### config.mk
export PLATFORM = sky130hd
export DESIGN_NAME = gsdt_ctrl
export DESIGN_NICKNAME = d
export VERILOG_FILES = /design/src/hdl/gsdt_pkg.sv /design/src/hdl/gsdt_ctrl.sv
export SDC_FILE = /design/constraint.sdc
export NUM_CORES = 1
export LEC_CHECK = 0
export ABC_AREA = 0
export BUFFER_PORTS_ARGS = -buffer_cell sky130_fd_sc_hd__clkbuf_2
export CORE_MARGIN = 5
export CORE_UTILIZATION = 40
export DETAILED_ROUTE_END_ITERATION = 10
export PLACE_DENSITY_LB_ADDON = 0.2
export SYNTH_ARGS = -nofsm -noshare
export SYNTH_HDL_FRONTEND = slang
export SYNTH_SLANG_ARGS = --single-unit
### constraint.sdc
create_clock -name i_clk -period 1.4 [get_ports i_clk]
set_input_delay 0.28 -clock i_clk [delete_from_list [all_inputs] [get_ports i_clk]]
set_output_delay 0.28 -clock i_clk [all_outputs]
set_load 0.01 [all_outputs]
### src/hdl/gsdt_pkg.sv
// Shared types and constants of the stream dispatch table.
// No dependencies; imported by every module of the block.
`timescale 1ns / 1ps

package gsdt_pkg;

    localparam int DEF_MAX_STREAMS = 16;
    localparam int DEF_MAX_OPS     = 16;
    localparam int GPU_COUNT       = 16;

    localparam int MODE_W  = 2;
    localparam int IDX_W   = 4;
    localparam int OP_W    = 4;
    localparam int TAG_W   = 16;
    localparam int GPU_W   = 4;
    localparam int STAT_W  = 2;
    localparam int ENTRY_W = OP_W + TAG_W;

    localparam logic [OP_W-1:0] FINISH = '0;

    typedef enum logic [MODE_W-1:0] {
        MODE_ADD_STREAM = 2'd0,
        MODE_ADD_OP     = 2'd1,
        MODE_DISPATCH   = 2'd2,
        MODE_CLEAR      = 2'd3
    } t_mode;

    typedef enum logic [STAT_W-1:0] {
        ST_OK           = 2'd0,
        ST_STREAMS_FULL = 2'd1,
        ST_OPS_FULL     = 2'd2,
        ST_BAD_INDEX    = 2'd3
    } t_status;

    // controller -> datapath
    typedef struct packed {
        logic    load;        // capture the accepted item
        logic    add_stream;  // open stream at the table end
        logic    append;      // write entry, bump op count, rewind cursor
        logic    rd_head;     // read slot 0 of the selected stream
        logic    scan_step;   // move to next stream
        logic    claim;       // bind selected stream if unbound
        logic    take;        // read entry under cursor, advance, mark found
        logic    rd_next;     // latch tag, read new pending entry
        logic    upd_pend;    // refresh cached pending op and busy count
        logic    clear_all;   // drop all streams
        logic    set_status;
        t_status status;
        logic    out_load;    // move result into the output register
    } t_cmd;

    // datapath -> controller
    typedef struct packed {
        t_mode mode;
        logic  bad_idx;
        logic  gpu_bad;
        logic  streams_full;
        logic  ops_full;
        logic  scan_end;
        logic  match;
        logic  last_idx;
        logic  has_entry;
        logic  out_free;
    } t_sts;

endpackage

### src/hdl/gsdt_ctrl.sv
// Sequencer of the stream dispatch table: one item at a time.
// Depends on gsdt_pkg; drives gsdt_dpath through t_cmd / t_sts.
`timescale 1ns / 1ps

module gsdt_ctrl
    import gsdt_pkg::*;
(
    input  logic i_clk,
    input  logic i_rst_n,
    input  logic i_in_valid,
    output logic o_in_stall,
    input  t_sts i_sts,
    output t_cmd o_cmd
);

    typedef enum logic [7:0] {
        S_IDLE  = 8'b0000_0001,
        S_EXEC  = 8'b0000_0010,
        S_FETCH = 8'b0000_0100,
        S_SCAN  = 8'b0000_1000,
        S_TAG   = 8'b0001_0000,
        S_UPD   = 8'b0010_0000,
        S_DONE  = 8'b0100_0000,
        S_SPARE = 8'b1000_0000
    } t_state;

    t_state r_state;
    t_state n_state;

    always_ff @(posedge i_clk) begin
        if (!i_rst_n) begin
            r_state <= S_IDLE;
        end else begin
            r_state <= n_state;
        end
    end

    always_comb begin
        n_state = r_state;
        o_cmd   = '0;
        case (r_state)
            S_IDLE: begin
                if (i_in_valid) begin
                    o_cmd.load = 1'b1;
                    n_state    = S_EXEC;
                end
            end
            S_EXEC: begin
                n_state = S_DONE;
                case (i_sts.mode)
                    MODE_ADD_STREAM: begin
                        if (i_sts.streams_full) begin
                            o_cmd.set_status = 1'b1;
                            o_cmd.status     = ST_STREAMS_FULL;
                        end else begin
                            o_cmd.add_stream = 1'b1;
                        end
                    end
                    MODE_ADD_OP: begin
                        if (i_sts.bad_idx) begin
                            o_cmd.set_status = 1'b1;
                            o_cmd.status     = ST_BAD_INDEX;
                        end else if (i_sts.ops_full) begin
                            o_cmd.set_status = 1'b1;
                            o_cmd.status     = ST_OPS_FULL;
                        end else begin
                            o_cmd.append = 1'b1;
                            n_state      = S_FETCH;
                        end
                    end
                    MODE_DISPATCH: begin
                        if (!i_sts.gpu_bad) begin
                            n_state = S_SCAN;
                        end
                    end
                    MODE_CLEAR: begin
                        o_cmd.clear_all = 1'b1;
                    end
                    default: begin
                        n_state = S_DONE;
                    end
                endcase
            end
            S_FETCH: begin
                o_cmd.rd_head = 1'b1;
                n_state       = S_UPD;
            end
            S_SCAN: begin
                if (i_sts.scan_end) begin
                    n_state = S_DONE;
                end else if (i_sts.match) begin
                    o_cmd.claim = 1'b1;
                    if (i_sts.has_entry) begin
                        o_cmd.take = 1'b1;
                        n_state    = S_TAG;
                    end else begin
                        n_state = S_DONE;
                    end
                end else if (i_sts.last_idx) begin
                    n_state = S_DONE;
                end else begin
                    o_cmd.scan_step = 1'b1;
                end
            end
            S_TAG: begin
                o_cmd.rd_next = 1'b1;
                n_state       = S_UPD;
            end
            S_UPD: begin
                o_cmd.upd_pend = 1'b1;
                n_state        = S_DONE;
            end
            S_DONE: begin
                if (i_sts.out_free) begin
                    o_cmd.out_load = 1'b1;
                    n_state        = S_IDLE;
                end
            end
            default: begin
                n_state = S_IDLE;
            end
        endcase
    end

    assign o_in_stall = (r_state != S_IDLE);

endmodule

==> flow_metrics.py <==
metrics = {
    "cells_and_area": {
        "regMostFlops": "r_state",
        "largest_reg_flops": 7,
        "syn2layout_area_growth_pct": 107.4,
        "final_nets": 160,
        "final_cell_area_um2": 1256,
        "finalNonFillerCells": 157,
        "post_route_cells_drive_above_1_share_pct": 73.05,
        "diodes": 0,
        "reg_top3": "r_state (7)",
        "utilization_pct": 85.37,
    },
    "sta": {
        "slew_headroom_pct": 70.35,
        "min_period_ns": 1.965,
        "setup_viol": 20,
        "max_freq_ghz": 0.5090,
        "skew_ns": 0.01001,
        "post-route-period-util_pct": 140.3,
        "fin_hold_ws_ns": 0.3137,
        "worst_slack_ns": -0.5646,
        "worst_slew_pin_slew_ns": 0.4401,
        "setup_tns_ns": -7.064,
        "maxSlewViolCount": 0,
        "hold_viol_final": 0,
        "rsz0062_at_grt": "yes",
    },
    "clocking": {
        "cts.sinks": 7,
        "cts_buffer_depth": 2,
        "cts_tree": "built",
        "cts_root_buf": "clkbuf_4",
        "cts_buffers": 3,
        "hold_buffers": 0,
        "htree_num_levels": 1,
        "clkTransAtPathRegs_ns": 0.06,
        "worst_skew_pair.late_latency_ns": 0.27,
    },
    "routing": {
        "avgRoutedWirePerCell_um": 15.21,
        "wl_mm": 2.388,
        "route.vias.total": 838,
        "drt-initial-drc-count": 13,
        "vias_per_cell": 5.338,
        "drc_errors": 0,
        "firstDrtPassIters": 4,
        "ant_nets": 0,
    },
    "synth": {
        "synthTopCellsByCount": "8 x nor2_1, 7 x dfxtp_1, 7 x nor3b_1, 5 x nand2_1",
        "ys_types": 33,
        "synth_top_cells_by_area": "dfxtp_1 23%, nor3b_1 8.7%, ha_1 8.3%, nor2_1 5.0%, nor4b_4 3.9%",
        "syn_avg_cell_area_um2": 8.296,
        "seq_area_frac_synth_pct": 23.14,
        "synth_warnings": 0,
        "synth_most_common_cell": "nor2_1",
        "async_flop_share_pct": 0,
        "netlist_instances": 73,
        "synth_edf_count": 0,
        "synth_seq_cells": 7,
        "yosysTopAreaCellShare_pct": 23.14,
        "synthesis.area_um2": 605.6,
        "yosys.area.top_type": "dfxtp_1",
        "synthFlopType": "dfxtp_1",
        "syn-num-nets": 91,
    },
    "run": {
        "max_cap_violations": 0,
    },
    "floorplan": {
        "die_area_um2": 2392,
        "rows": 14,
        "initial_utilization_pct": 41.16,
        "core-area_um2": 1471,
        "die_h_um": 48.91,
        "die_w_um": 48.91,
        "ioPinCount": 29,
    },
    "global_routing": {
        "grt_max_degree": 8,
        "grt_usage_pct": 20.16,
        "grt_pass1_vias": 829,
        "grt_pass1_wl_mm": 3.726,
        "grt_antenna_before_repair": 0,
        "grt_remaining_overflow": 0,
    },
    "pwr": {
        "ir_worst_vdd_mv": 0.3007,
        "leakage_nw": 0.6034,
        "power_density_nw_per_um2": 571.0,
    },
    "place": {
        "dpl.cell_count": 141,
        "dp_hpwl_mm": 1.583,
        "numPortBuffers": 28,
        "postPlaceCellArea_um2": 972.2,
        "gp_congestion": 0.8109,
    },
    "run_status": {
        "status": "complete, but fails checks",
        "violations": "negative setup slack",
    },
    "critical_path": {
        "cp-end-kind": "output port",
        "start_kind": "flop",
        "setup.worst_path.class": "reg -> out",
        "critPathArrivalTime_ns": 1.68,
        "worstRegToRegCells": 8,
        "reg2reg_to": "r_state[6]$_SDFFE_PN0P_",
        "r2r_start": "r_state[3]$_SDFFE_PN0P_",
        "cp.required_ns": 1.12,
        "r2r_slack_ns": -0.39,
        "worstPathMaxFanout": 5,
    },
    "min_path": {
        "hold_end": "r_state[3]$_SDFFE_PN0P_",
        "min_from": "i_sts[7]",
        "hold_depth": 4,
        "hold_class": "in -> reg",
    },
}
[critical path, stage by stage, from the launching register on]
cell and delay, ns:
dfxtp_4 0.37, nor3_4 0.24, nand4b_1 0.21, buf_6 0.19, nor4_4 0.23, buf_2 0.18
[logic make-up after synthesis]
family,synth area share [%]
adders and majority gates,8.265
AOI/OAI and AO/OA,13.64
buffers and inverters,3.924
and+or+nand+nor,46.70
DFF,23.14
xor gates and xnor gates,4.340
[stage by stage]
step           power [mW]  worst slack [ns]
6_report           0.7173           -0.5646
3_3_place_gp       0.4180           -0.1928
3_5_place_dp       0.4205           -0.2343
5_1_grt            0.7635           -0.6573
2_1_floorplan      0.3117          -0.09510
4_1_cts            0.6807           -0.4919
[worst max-delay path by stage]
stage | from | to | slack, ns | depth (start not counted)
detailed placement | r_state[2]$_SDFFE_PN0P_ | o_cmd[11] | -0.23 | 4
finish | r_state[6]$_SDFFE_PN0P_ | o_cmd[9] | -0.56 | 5
CTS | r_state[2]$_SDFFE_PN0P_ | o_cmd[13] | -0.49 | 5
global route | r_state[6]$_SDFFE_PN0P_ | o_cmd[9] | -0.66 | 5
global placement | r_state[2]$_SDFFE_PN0P_ | o_cmd[11] | -0.19 | 4
floorplan | r_state[4]$_SDFFE_PN0P_ | o_cmd[11] | -0.1 | 4
[layer usage]
metal	routed length, um	vias up	global-route usage [%]
li1	-	407	-
met1	890	387	19.82
met2	1305	38	37.17
met3	137	6	5.810
met4	56	0	10.76
met5	0	-	0
[layout make-up]
| class | instances | area (um^2) |
|---|---|---|
| multi-input combinational | 60 | 585.6 |
| timing repair buffer | 65 | 451.7 |
| fill | 98 | 215.2 |
| sequential | 7 | 153.9 |
| clock buffer | 4 | 26.28 |
| tap | 16 | 20.02 |
| inverter | 5 | 18.77 |
[placed cells by master, fill, tap and decap left out, drive strengths merged]
master / Yosys / final
a21o: 1 / 1
a21oi: 4 / 4
and2: 1 / 1
and3: 4 / 4
buf: 1 / 51
clkbuf: 0 / 18
dfxtp: 7 / 7
ha: 4 / 4
inv: 5 / 5
nand2: 6 / 6
nand2b: 1 / 1
nand3: 1 / 1
nand3b: 1 / 1
nand4b: 1 / 1
nor2: 8 / 8
nor2b: 1 / 1
nor3: 2 / 2
nor3b: 8 / 8
nor4: 4 / 4
nor4b: 2 / 2
o211ai: 3 / 3
o21ai: 2 / 2
o32ai: 1 / 1
o41ai: 1 / 1
or3: 1 / 1
xnor2: 2 / 2
xor2: 1 / 1
[power by group]
part | leakage [nW] | switching [mW] | internal (mW)
Clock | 0.0150 | 0.0873 | 0.110
Combinational | 0.529 | 0.125 | 0.173
Sequential | 0.0594 | 0.0177 | 0.205
[what timing repair did]
item | in CTS | in global routing
pin swaps | 12 | 13
hold endpoints to repair | 0 | 0
resized for setup | 25 | 30
endpoints found under the setup margin | 19 | 20
setup buffers | 9 | 8
No activity file was read; power rests on OpenSTA's default activity.
